$ cat config.mk
export PLATFORM = sky130hd
export DESIGN_NAME = heatmap_layer_color_blend_unit
export DESIGN_NICKNAME = d
export VERILOG_FILES = /design/src/hw/rtl/hlcb_pkg.sv /design/src/hw/rtl/heatmap_layer_color_blend_unit.sv
export SDC_FILE = /design/constraint.sdc
export NUM_CORES = 2
export LEC_CHECK = 0
export ABC_AREA = 0
export BUFFER_PORTS_ARGS = -buffer_cell sky130_fd_sc_hd__buf_2
export CAP_MARGIN = 30
export CELL_PAD_IN_SITES_DETAIL_PLACEMENT = 0
export CELL_PAD_IN_SITES_GLOBAL_PLACEMENT = 1
export CORE_MARGIN = 2
export CORE_UTILIZATION = 45
export DETAILED_ROUTE_END_ITERATION = 12
export PLACE_DENSITY_LB_ADDON = 0.12
export SLEW_MARGIN = 20
export SYNTH_ARGS = -nofsm -noshare
export SYNTH_HDL_FRONTEND = slang
export SYNTH_SLANG_ARGS = --single-unit
$ cat constraint.sdc
create_clock -name i_clk -period 8.4 [get_ports i_clk]
set_input_delay 1.26 -clock i_clk [delete_from_list [all_inputs] [get_ports i_clk]]
set_output_delay 1.26 -clock i_clk [all_outputs]
set_load 0.05 [all_outputs]
$ cat src/hw/rtl/hlcb_pkg.sv
`timescale 1ns / 1ps
// ----------------------------------------------------------------------------
// hlcb_pkg
// Types and constants for the heatmap layer color blend unit.
// ----------------------------------------------------------------------------
package hlcb_pkg;

    localparam int LEVEL_W   = 16;
    localparam int FS_W      = 16;
    localparam int ALPHA_W   = 8;
    localparam int CHAN_W    = 8;
    localparam int NUM_LAYER = 3;
    localparam int CFG_IDX_W = 3;
    localparam int CFG_DW    = 16;

    localparam logic [FS_W-1:0]    FULL_SCALE_RST = 16'd30720;
    localparam logic [ALPHA_W-1:0] ALPHA_MAX_RST  = 8'd200;

    // layer colors, [layer][r,g,b]: food, home, danger
    localparam logic [CHAN_W-1:0] LAYER_RGB [NUM_LAYER][3] = '{
        '{8'd60,  8'd220, 8'd130},
        '{8'd90,  8'd150, 8'd255},
        '{8'd235, 8'd70,  8'd70}
    };

    typedef enum logic [CFG_IDX_W-1:0] {
        CFG_ENABLE_FOOD   = 3'd0,
        CFG_ENABLE_HOME   = 3'd1,
        CFG_ENABLE_DANGER = 3'd2,
        CFG_FULL_SCALE    = 3'd3,
        CFG_ALPHA_MAX     = 3'd4
    } t_cfg_idx;

    typedef struct packed {
        logic [LEVEL_W-1:0] food_level;
        logic [LEVEL_W-1:0] home_level;
        logic [LEVEL_W-1:0] danger_level;
    } t_cell;

    typedef struct packed {
        logic [ALPHA_W-1:0] out_alpha;
        logic [CHAN_W-1:0]  out_red;
        logic [CHAN_W-1:0]  out_green;
        logic [CHAN_W-1:0]  out_blue;
    } t_pixel;

endpackage

$ cat src/hw/rtl/heatmap_layer_color_blend_unit.sv
`timescale 1ns / 1ps
// ----------------------------------------------------------------------------
// heatmap_layer_color_blend_unit
// Blends three layer intensities of a grid cell into one RGBA pixel.
// ----------------------------------------------------------------------------
// One cell is taken every clock; busy never rises. Each pixel is shown on
// o_result with o_strobe for one cycle. The pipeline holds the two restoring
// dividers laid out as stages: one stage per weight fraction bit and one
// stage per color bit. Four more stages hold the input register, the
// saturation check, the weight sum and the weighted sums. The receiver cannot
// stall, so a pixel must be taken in the cycle it is shown.
// Configuration is written through the cfg port, which is always ready, and
// must only change while no cell is in flight.
// ----------------------------------------------------------------------------
module heatmap_layer_color_blend_unit
    import hlcb_pkg::*;
#(
    parameter int WEIGHT_FRAC_BITS = 8
) (
    input  logic                 i_clk,
    input  logic                 i_rst_n,
    input  logic                 start,
    output logic                 busy,
    input  t_cell                i_cell,
    output logic                 o_strobe,
    output t_pixel               o_result,
    input  logic                 i_cfg_valid,
    output logic                 o_cfg_ready,
    input  logic [CFG_IDX_W-1:0] i_cfg_index,
    input  logic [CFG_DW-1:0]    i_cfg_data
);

    localparam int F   = WEIGHT_FRAC_BITS;
    localparam int DW  = LEVEL_W + 1;
    localparam int WW  = F + 1;
    localparam int TW  = F + 2;
    localparam int AW  = F + 10;
    localparam int PW  = WW + ALPHA_W;
    localparam int LAT = F + 12;

    localparam logic [WW-1:0] W_ONE = {1'b1, {F{1'b0}}};

    // ---------------- configuration ----------------
    logic [NUM_LAYER-1:0] r_en;
    logic [FS_W-1:0]      r_full_scale;
    logic [ALPHA_W-1:0]   r_alpha_max;

    always_ff @(posedge i_clk) begin
        if (!i_rst_n) begin
            r_en         <= '0;
            r_full_scale <= FULL_SCALE_RST;
            r_alpha_max  <= ALPHA_MAX_RST;
        end else if (i_cfg_valid && o_cfg_ready) begin
            case (t_cfg_idx'(i_cfg_index))
                CFG_ENABLE_FOOD:   r_en[0]      <= i_cfg_data[0];
                CFG_ENABLE_HOME:   r_en[1]      <= i_cfg_data[0];
                CFG_ENABLE_DANGER: r_en[2]      <= i_cfg_data[0];
                CFG_FULL_SCALE:    r_full_scale <= i_cfg_data[FS_W-1:0];
                CFG_ALPHA_MAX:     r_alpha_max  <= i_cfg_data[ALPHA_W-1:0];
                default: ;
            endcase
        end
    end

    assign o_cfg_ready = 1'b1;
    assign busy        = 1'b0;

    logic [DW-1:0] fs_ext;
    assign fs_ext = {{(DW-FS_W){1'b0}}, r_full_scale};

    // ---------------- input register ----------------
    logic               r_in_valid;
    logic [LEVEL_W-1:0] r_lvl [NUM_LAYER];

    always_ff @(posedge i_clk) begin
        if (!i_rst_n) begin
            r_in_valid <= 1'b0;
        end else begin
            r_in_valid <= start && !busy;
        end
    end

    always_ff @(posedge i_clk) begin
        r_lvl[0] <= i_cell.food_level;
        r_lvl[1] <= i_cell.home_level;
        r_lvl[2] <= i_cell.danger_level;
    end

    // ---------------- weight divider ----------------
    // stage 0: saturation check; stages 1..F: one quotient bit each
    logic                 r_ws_valid [0:F];
    logic [NUM_LAYER-1:0] r_ws_sat   [0:F];
    logic [DW-1:0]        r_ws_rem   [0:F][NUM_LAYER];
    logic [F-1:0]         r_ws_q     [0:F][NUM_LAYER];

    logic [NUM_LAYER-1:0] n_ws_sat;
    logic [DW-1:0]        n_ws_lvl [NUM_LAYER];

    always_comb begin
        for (int k = 0; k < NUM_LAYER; k++) begin
            n_ws_lvl[k] = {1'b0, r_lvl[k]};
            if (r_full_scale == '0) begin
                n_ws_sat[k] = (r_lvl[k] != '0);
            end else begin
                n_ws_sat[k] = (n_ws_lvl[k] >= fs_ext);
            end
        end
    end

    always_ff @(posedge i_clk) begin
        if (!i_rst_n) begin
            r_ws_valid[0] <= 1'b0;
        end else begin
            r_ws_valid[0] <= r_in_valid;
        end
    end

    always_ff @(posedge i_clk) begin
        r_ws_sat[0] <= n_ws_sat;
        for (int k = 0; k < NUM_LAYER; k++) begin
            r_ws_rem[0][k] <= n_ws_lvl[k];
            r_ws_q[0][k]   <= '0;
        end
    end

    for (genvar j = 1; j <= F; j++) begin : g_wdiv
        logic [DW-1:0] n_sh  [NUM_LAYER];
        logic [DW-1:0] n_rem [NUM_LAYER];
        logic [F-1:0]  n_q   [NUM_LAYER];

        always_comb begin
            for (int k = 0; k < NUM_LAYER; k++) begin
                n_sh[k] = {r_ws_rem[j-1][k][DW-2:0], 1'b0};
                if (n_sh[k] >= fs_ext) begin
                    n_rem[k] = n_sh[k] - fs_ext;
                    n_q[k]   = {r_ws_q[j-1][k][F-2:0], 1'b1};
                end else begin
                    n_rem[k] = n_sh[k];
                    n_q[k]   = {r_ws_q[j-1][k][F-2:0], 1'b0};
                end
            end
        end

        always_ff @(posedge i_clk) begin
            if (!i_rst_n) begin
                r_ws_valid[j] <= 1'b0;
            end else begin
                r_ws_valid[j] <= r_ws_valid[j-1];
            end
        end

        always_ff @(posedge i_clk) begin
            r_ws_sat[j] <= r_ws_sat[j-1];
            for (int k = 0; k < NUM_LAYER; k++) begin
                r_ws_rem[j][k] <= n_rem[k];
                r_ws_q[j][k]   <= n_q[k];
            end
        end
    end

    // ---------------- weights and total ----------------
    logic          r_w_valid;
    logic [WW-1:0] r_w [NUM_LAYER];
    logic [TW-1:0] r_w_tot;
    logic [WW-1:0] n_w [NUM_LAYER];
    logic [TW-1:0] n_w_tot;

    // zero full scale: only a nonzero level counts, and then as one
    always_comb begin
        n_w_tot = '0;
        for (int k = 0; k < NUM_LAYER; k++) begin
            if (!r_en[k]) begin
                n_w[k] = '0;
            end else if (r_ws_sat[F][k]) begin
                n_w[k] = W_ONE;
            end else if (r_full_scale == '0) begin
                n_w[k] = '0;
            end else begin
                n_w[k] = {1'b0, r_ws_q[F][k]};
            end
            n_w_tot = n_w_tot + TW'(n_w[k]);
        end
    end

    always_ff @(posedge i_clk) begin
        if (!i_rst_n) begin
            r_w_valid <= 1'b0;
        end else begin
            r_w_valid <= r_ws_valid[F];
        end
    end

    always_ff @(posedge i_clk) begin
        r_w     <= n_w;
        r_w_tot <= n_w_tot;
    end

    // ---------------- weighted sums and alpha ----------------
    localparam int DS = CHAN_W;

    logic               r_d_valid [0:DS];
    logic               r_d_zero  [0:DS];
    logic [TW-1:0]      r_d_tot   [0:DS];
    logic [ALPHA_W-1:0] r_d_alpha [0:DS];
    logic [AW-1:0]      r_d_rem   [0:DS][3];
    logic [CHAN_W-1:0]  r_d_q     [0:DS][3];

    logic [AW-1:0] n_acc [3];
    logic [WW-1:0] n_cap;
    logic [PW-1:0] n_aprod;

    always_comb begin
        for (int c = 0; c < 3; c++) begin
            n_acc[c] = '0;
            for (int k = 0; k < NUM_LAYER; k++) begin
                n_acc[c] = n_acc[c] + AW'(LAYER_RGB[k][c]) * AW'(r_w[k]);
            end
        end
        n_cap   = (r_w_tot >= TW'(W_ONE)) ? W_ONE : r_w_tot[WW-1:0];
        n_aprod = PW'(n_cap) * PW'(r_alpha_max);
    end

    always_ff @(posedge i_clk) begin
        if (!i_rst_n) begin
            r_d_valid[0] <= 1'b0;
        end else begin
            r_d_valid[0] <= r_w_valid;
        end
    end

    always_ff @(posedge i_clk) begin
        r_d_zero[0]  <= (r_w_tot == '0);
        r_d_tot[0]   <= r_w_tot;
        r_d_alpha[0] <= n_aprod[F +: ALPHA_W];
        for (int c = 0; c < 3; c++) begin
            r_d_rem[0][c] <= n_acc[c];
            r_d_q[0][c]   <= '0;
        end
    end

    // ---------------- color divider, MSB first ----------------
    for (genvar i = 1; i <= DS; i++) begin : g_cdiv
        logic [AW-1:0]     n_div;
        logic [AW-1:0]     n_rem [3];
        logic [CHAN_W-1:0] n_q   [3];

        always_comb begin
            n_div = AW'(r_d_tot[i-1]) << (DS - i);
            for (int c = 0; c < 3; c++) begin
                if (!r_d_zero[i-1] && (r_d_rem[i-1][c] >= n_div)) begin
                    n_rem[c] = r_d_rem[i-1][c] - n_div;
                    n_q[c]   = {r_d_q[i-1][c][CHAN_W-2:0], 1'b1};
                end else begin
                    n_rem[c] = r_d_rem[i-1][c];
                    n_q[c]   = {r_d_q[i-1][c][CHAN_W-2:0], 1'b0};
                end
            end
        end

        always_ff @(posedge i_clk) begin
            if (!i_rst_n) begin
                r_d_valid[i] <= 1'b0;
            end else begin
                r_d_valid[i] <= r_d_valid[i-1];
            end
        end

        always_ff @(posedge i_clk) begin
            r_d_zero[i]  <= r_d_zero[i-1];
            r_d_tot[i]   <= r_d_tot[i-1];
            r_d_alpha[i] <= r_d_alpha[i-1];
            for (int c = 0; c < 3; c++) begin
                r_d_rem[i][c] <= n_rem[c];
                r_d_q[i][c]   <= n_q[c];
            end
        end
    end

    assign o_strobe           = r_d_valid[DS];
    assign o_result.out_alpha = r_d_alpha[DS];
    assign o_result.out_red   = r_d_q[DS][0];
    assign o_result.out_green = r_d_q[DS][1];
    assign o_result.out_blue  = r_d_q[DS][2];

    // ---------------- assertions ----------------
    a_latency: assert property (@(posedge i_clk) disable iff (!i_rst_n)
        (start && !busy) |-> ##LAT o_strobe)
        else $error("taken cell produced no pixel");

    a_no_spurious: assert property (@(posedge i_clk) disable iff (!i_rst_n)
        o_strobe |-> $past(start, LAT))
        else $error("pixel without a taken cell");

    a_blend_floor: assert property (@(posedge i_clk) disable iff (!i_rst_n)
        (o_strobe && o_result.out_alpha != '0) |-> (o_result.out_red >= 8'd60))
        else $error("visible pixel with red below the lowest layer red");

endmodule
---- Word level (Yosys, flattened, before mapping) ----
Memories as Yosys holds them, arrays and structs flattened. A register that Yosys moved wholly into a read port is not among the register bits.
Index checks and enable logic that the tools add are counted.
cells by class
  reductions and logical operators ........ 44
  equal/unequal tests ..................... 4
  multipliers ............................. 9
  multiplexer cells ....................... 129
  bitwise gates (word level) .............. 18
  $add $sub $neg .......................... 56
  divide/modulo/power cells ............... 0
  shifts and indexed selects .............. 0
  magnitude comparators ................... 52
operator list
  operator          number
  $mux W18          24
  $ge A17 B16 Y1    24
  $mux W17          24
  $sub A17 B16 Y17  24
  $mux W1           71
  $mux W9           7
  $add A17 B17 Y18  3
  $ge A18 B10 Y1    3
  $ge A18 B11 Y1    3
  $ge A18 B12 Y1    3
  $ge A18 B13 Y1    3
  $ge A18 B14 Y1    3
  $ge A18 B15 Y1    3
  $ge A18 B16 Y1    3
  $ge A18 B17 Y1    3
  $sub A18 B10 Y18  3
  $sub A18 B11 Y18  3
  $sub A18 B12 Y18  3
  $sub A18 B13 Y18  3
  $sub A18 B14 Y18  3
  $sub A18 B15 Y18  3
  $sub A18 B16 Y18  3
  $sub A18 B17 Y18  3
  $ge A16 B16 Y1    3
  22 further kinds  84
word-level totals
  RAM bits ................................ 1641
  bits in registers ....................... 65
  output and inout port bits .............. 35
  memories kept ........................... 11
  latch bits .............................. 0
  input port bits ......................... 71
  ROM bits ................................ 0
memories
  memory       depth  width  read ports  clocked after memory_dff  wr ports  RTL line                               source
  r_d_rem      9      54     8           0                         9         heatmap_layer_color_blend_unit.sv:205  logic [AW-1:0] r_d_rem [0:DS][3];
  r_ws_rem     9      51     8           0                         9         heatmap_layer_color_blend_unit.sv:93   logic [DW-1:0] r_ws_rem [0:F][NUM_LAYER];
  r_d_q        9      24     9           0                         9         heatmap_layer_color_blend_unit.sv:206  logic [CHAN_W-1:0] r_d_q [0:DS][3];
  r_ws_q       9      24     9           0                         9         heatmap_layer_color_blend_unit.sv:94   logic [F-1:0] r_ws_q [0:F][NUM_LAYER];
  r_d_tot      9      10     8           0                         9         heatmap_layer_color_blend_unit.sv:203  logic [TW-1:0] r_d_tot [0:DS];
  r_d_alpha    9      8      9           0                         9         heatmap_layer_color_blend_unit.sv:204  logic [ALPHA_W-1:0] r_d_alpha [0:DS];
  +5 memories  --     --     --          --                        --        --

---- Logic depth before layout (Yosys ltp) ----
  depth after elaboration ................. 6
  mapped depth ............................ 25
  gate-level depth less buffers ........... 25

---- Worst setup path before layout ----
Ideal clock, no wire load.
  path type ............................... reg2reg
  from .................................... register r_w[20] (netlist bit)
  to ...................................... memory r_d_rem[0][53] (netlist bit)
  path buffers ............................ 0
  setup slack ............................. 2.202 ns
  setup time .............................. 0.072 ns
  data required time ...................... 8.328 ns
  arrival ................................. 6.126 ns
  stages on the path, launching flop included .. 25
  clock period less this slack ............ 6.198 ns
  cell sequence ........................... dfxtp_1 > fa_1 > xor2_1 > ha_1 > inv_1 > fa_1 > nor2b_1 > o21ai_0 > a21boi_0 > nor2_1 > fa_1 > ha_1 > inv_1 > fa_1 > fa_1 > fa_1 > inv_1 > ha_1 > or2_2 > a21oi_1 > a211o_1 > a31oi_1 > a21o_1 > a21oi_1 > xnor2_1
RTL lines
  element                   RTL line                               source
  start: declaration        heatmap_layer_color_blend_unit.sv:163  logic [WW-1:0] r_w [NUM_LAYER];
  start signal: assignment  heatmap_layer_color_blend_unit.sv:194  r_w <= n_w;
  end: declaration          heatmap_layer_color_blend_unit.sv:205

==> summary.txt <==
Layout
  • Final net count: 9285
  • Synthesis-to-finish area growth: 11.24%
  • Fin area: 84520 um^2
  • Fraction of layout cells with a size suffix above 1: 10.19%
  • Fillers: 15580
  • Finished Core Util: 50.49%

Routing
  • Drt wl/cell: 18.49 um
  • Drt drc: 0
  • Total number of vias: 54970
  • Pre-Repair DR Iteration Count: 6
  • Detailed Route WL: 190900 um
  • Average vias per placed instance: 5.325
  • Initial drt markers: 2980
  • Post-route ant nets: 0

Setup path
  • Most frequent CP cell: fa_1
  • Cell family with most CP delay: adder cells
  • Worst Path Required: 9110 ps
  • Reg2reg end: r_d_rem[0][17]
  • Crit. End Element: register
  • Critical path class: reg2reg
  • Reg2reg start: r_w[7]
  • Setup slack, reg-to-reg: 1460 ps
  • Buf/Inv on CP: 3
  • Worst-path maximum fanout: 13
  • Reg2reg path depth: 20
  • CP arrival: 7650 ps
  • Setup crit start kind: register
  • Slowest-stage cell, CP: dfxtp_1
  • Largest stage delay, worst path: 760 ps
  • Critical-path cell list: ha_1, ha_1, inv_1, fa_1, inv_1, ha_1, xnor2_1, fa_1, fa_1, fa_1, inv_1, fa_1, fa_1, ha_1, nand2_1, or3_1, a31oi_1, a211oi_1, a21oi_1, xnor2_1
  • Critical Path Stages: 20

Floorplanning
  • IO Pins: 106
  • Core area: 167400 um^2
  • Chip Height: 414.9 um
  • Starting Density: 45.38%
  • Row cnt: 150
  • Die ar.: 172100 um^2
  • Horiz. Die Dim: 414.9 um

Clock network
  • Clock Tree Buf Depth: 3
  • Clock Latency Late Sink: 800 ps
  • CTS resizes: 0
  • H-Tree Depth: 4
  • Cts bufs inserted: 155
  • Clock sink total: 1343
  • Post-CTS setup buffer count: 0
  • CTS tree: built
  • # hold bufs at CTS: 0
  • Clock slew at reported path FFs: 60 ps
  • Root Buffer: clkbuf_16

STA
  • Final Max Slew Viols: 0
  • Max-Slew Margin vs Limit: 34.69%
  • Max Fclk: 0.1442 GHz
  • Clk_skew: 37.63 ps
  • Final Critical Period: 6935 ps
  • Unrepaired setup endpoints after global routing: no
  • Total negative slack: 0 ps
  • Setup violators final: 0
  • Final Cycle Share: 82.56%
  • Fin. Hold Viols: 0
  • Worst-Margin Slew: 979.5 ps

Placement
  • Placed cell areas: 79230 um^2
  • PortBufs: 103
  • Dpl hpwl: 148100 um
  • GP Congestion: 0.8997

Pwr
  • Sw Share: 36.59%
  • Power share of the clock group: 23.8%
  • Pint: 0.01824 W
  • Pwr Density: 340.4 nW/um^2
  • Comb pwr share: 43.7%
  • Peak supply drop: 177.1 uV
  • Lkg Pwr: 37.75 nW
  • Sequential share of power: 32.5%
  • Sw Pwr: 0.01053 W

Synth
  • YS warnings: 0
  • Syn Area/Cell: 9.743 um^2
  • Syn_nets: 9083
  • Synth area leaders: dfxtp_1, ha_1, fa_1, mux2_2, xnor2_1
  • Area fraction of the dominant cell type after synthesis: 35.39%
  • Post-synth cell types: 102
  • Cells after synthesis: 7798
  • Post-synth EDFFs: 0
  • Dominant synthesized flop cell: dfxtp_1
  • Async set-reset flop share out of synthesis: 0%
  • Synth Register Bits: 1343
  • Syn Std Cell Area: 75980 um^2
  • Sequential-to-total area share from yosys stat: 35.39%
  • Synth area leader: dfxtp_1

Global route
  • Global Route Usage Sum: 22.00%
  • Pin count of the biggest net entering global routing: 48
  • First-pass GRT wire length: 301900 um
  • Initial antenna violation count: 4
  • Global route overflow: 0
  • Number of global-route vias before repair: 55140

Hold path
  • Hold depth: 0
  • Worst hold path class: reg2reg
  • Min-delay src: r_d_alpha[2][4]
  • Hold Path End: r_d_alpha[3][4]

Status
  • Outcome: finished clean

Flow run
  • Maxcap violations: 0
[cells by family after synthesis]
family | after synthesis | share of synthesized area (%)
AO/OA/AOI/OAI | 1645 | 13.97
other | 2 | 0.009884
AND/OR/NAND/NOR | 1937 | 12.74
adder cells (fa/ha/maj) | 1214 | 22.71
buffers and inverters | 775 | 3.924
flip-flops | 1343 | 35.39
multiplexers | 339 | 5.008
XOR/XNOR | 543 | 6.259
[cells in the mapped netlist (all sizes together) (29+ instances only)]
| cell type | count |
|---|---|
| a211oi | 49 |
| o31ai | 51 |
| inv | 662 |
| buf | 40 |
| o21bai | 29 |
| mux2i | 31 |
| a21boi | 72 |
| a21oi | 468 |
| nand2b | 101 |
| nor2b | 146 |
| nor4 | 70 |
| and2 | 83 |
| nand3 | 116 |
| or2 | 29 |
| nand2 | 469 |
| clkbuf | 73 |
| nand4 | 88 |
| dfxtp | 1343 |
| xnor2 | 338 |
| xor2 | 205 |
| fa | 275 |
| o21ai | 392 |
| o211ai | 41 |
| ha | 939 |
| o21a | 94 |
| a31oi | 49 |
| nor2 | 453 |
| or3 | 62 |
| nor3 | 165 |
| a21o | 173 |
| mux2 | 308 |
| and3 | 58 |
[worst register-to-register path, delay by kind of cell, from the launching register on]
kind | cells | cell delay, ps
adder cells (fa/ha/maj) | 10 | 4280
flip-flops | 1 | 760
AO/OA/AOI/OAI | 3 | 660
XOR/XNOR | 2 | 600
AND/OR/NAND/NOR | 2 | 400
buffers and inverters | 3 | 150
[cell usage in the layout, fill, tap and decap left out, types with 46 or more instances in the layout]
cell,netlist,final
a31oi_1,48,48
clkbuf_16,0,158
mux2_2,289,289
or3_1,62,62
and2_1,79,79
nand2b_1,101,101
nand3_1,116,116
xor2_1,205,205
o21a_1,94,94
xnor2_1,338,338
nand2_1,469,469
a211oi_1,47,46
nor2b_1,146,146
inv_1,660,645
nor2_1,452,451
nand4_1,88,88
and3_1,58,58
nor4_1,69,69
buf_2,28,103
ha_1,939,939
o21ai_0,373,373
a21o_1,173,173
dfxtp_1,1343,1341
fa_1,275,275
a21oi_1,465,461
o31ai_1,49,48
nor3_1,165,165
a21boi_0,70,70
[worst max-delay path by stage]
| stage | from | end | slack, ps |
|---|---|---|---|
| 2_1_floorplan | r_w[20] | r_d_rem[0][53] | 2200 |
| 3_3_place_gp | r_w[7] | r_d_rem[0][17] | 1480 |
| 3_5_place_dp | r_w[7] | r_d_rem[0][17] | 1520 |
| 4_1_cts | r_w[7] | r_d_rem[0][17] | 1460 |
| 5_1_grt | r_w[7] | r_d_rem[0][17] | 1140 |
| 6_report | r_w[7] | r_d_rem[0][17] | 1460 |
[cell type report]
class                           instances  area, um^2  share of cell area [%]
Sequential cell                      1343       26890                   31.82
Antenna cell                            2       5.005                0.005921
Clock inverter                         67       834.6                  0.9874
Multi-Input combinational cell       5680       46180                   54.64
Timing Repair Buffer                  158       984.7                   1.165
Tap cell                             2204        2758                   3.263
Inverter                              662        2485                   2.940
Clock buffer                          208        4382                   5.184
[through the flow]
stage	std cells	total power (W)	setup WS (ps)	hold slack (ps)
6_report	10320	0.02877	1465	305.7
5_1_grt	10320	0.03098	1141	314.3
4_1_cts	10320	0.02895	1465	304.1
3_5_place_dp	10040	0.02191	1521	312.1
3_3_place_gp	10030	0.02177	1481	309.6
2_1_floorplan	7798	0.01906	2202	309.6
[state kept, by name (all words and copies together) (netlist names)]
| signal | flops |
|---|---|
| r_full_scale | 16 |
| r_d_rem | 424 |
| r_w_tot | 10 |
| r_d_tot | 80 |
| r_d_valid | 9 |
| r_d_q | 108 |
| r_ws_q | 108 |
| r_lvl | 48 |
| r_alpha_max | 8 |
| r_w | 27 |
| r_en | 3 |
| r_in_valid | 1 |
| r_w_valid | 1 |
| r_d_alpha | 72 |
| r_ws_valid | 9 |
| r_ws_sat | 27 |
| r_ws_rem | 384 |
| r_d_zero | 8 |
[power groups by stage]
stage	registers, W	logic [W]	clock network (W)
floorplan	0.00916	0.00990	0
global placement	0.00948	0.0123	0
detailed placement	0.00949	0.0124	0
CTS	0.00937	0.0125	0.00705
global route	0.00953	0.0141	0.00731
finish	0.00934	0.0126	0.00685
[per-layer routing]
metal,GRT usage [%],wire length [um]
met1,29.24,89450
met4,6.074,4795
met5,0,0
met2,37.13,89110
met3,3.175,7573
(Power assumes the default switching activity.)
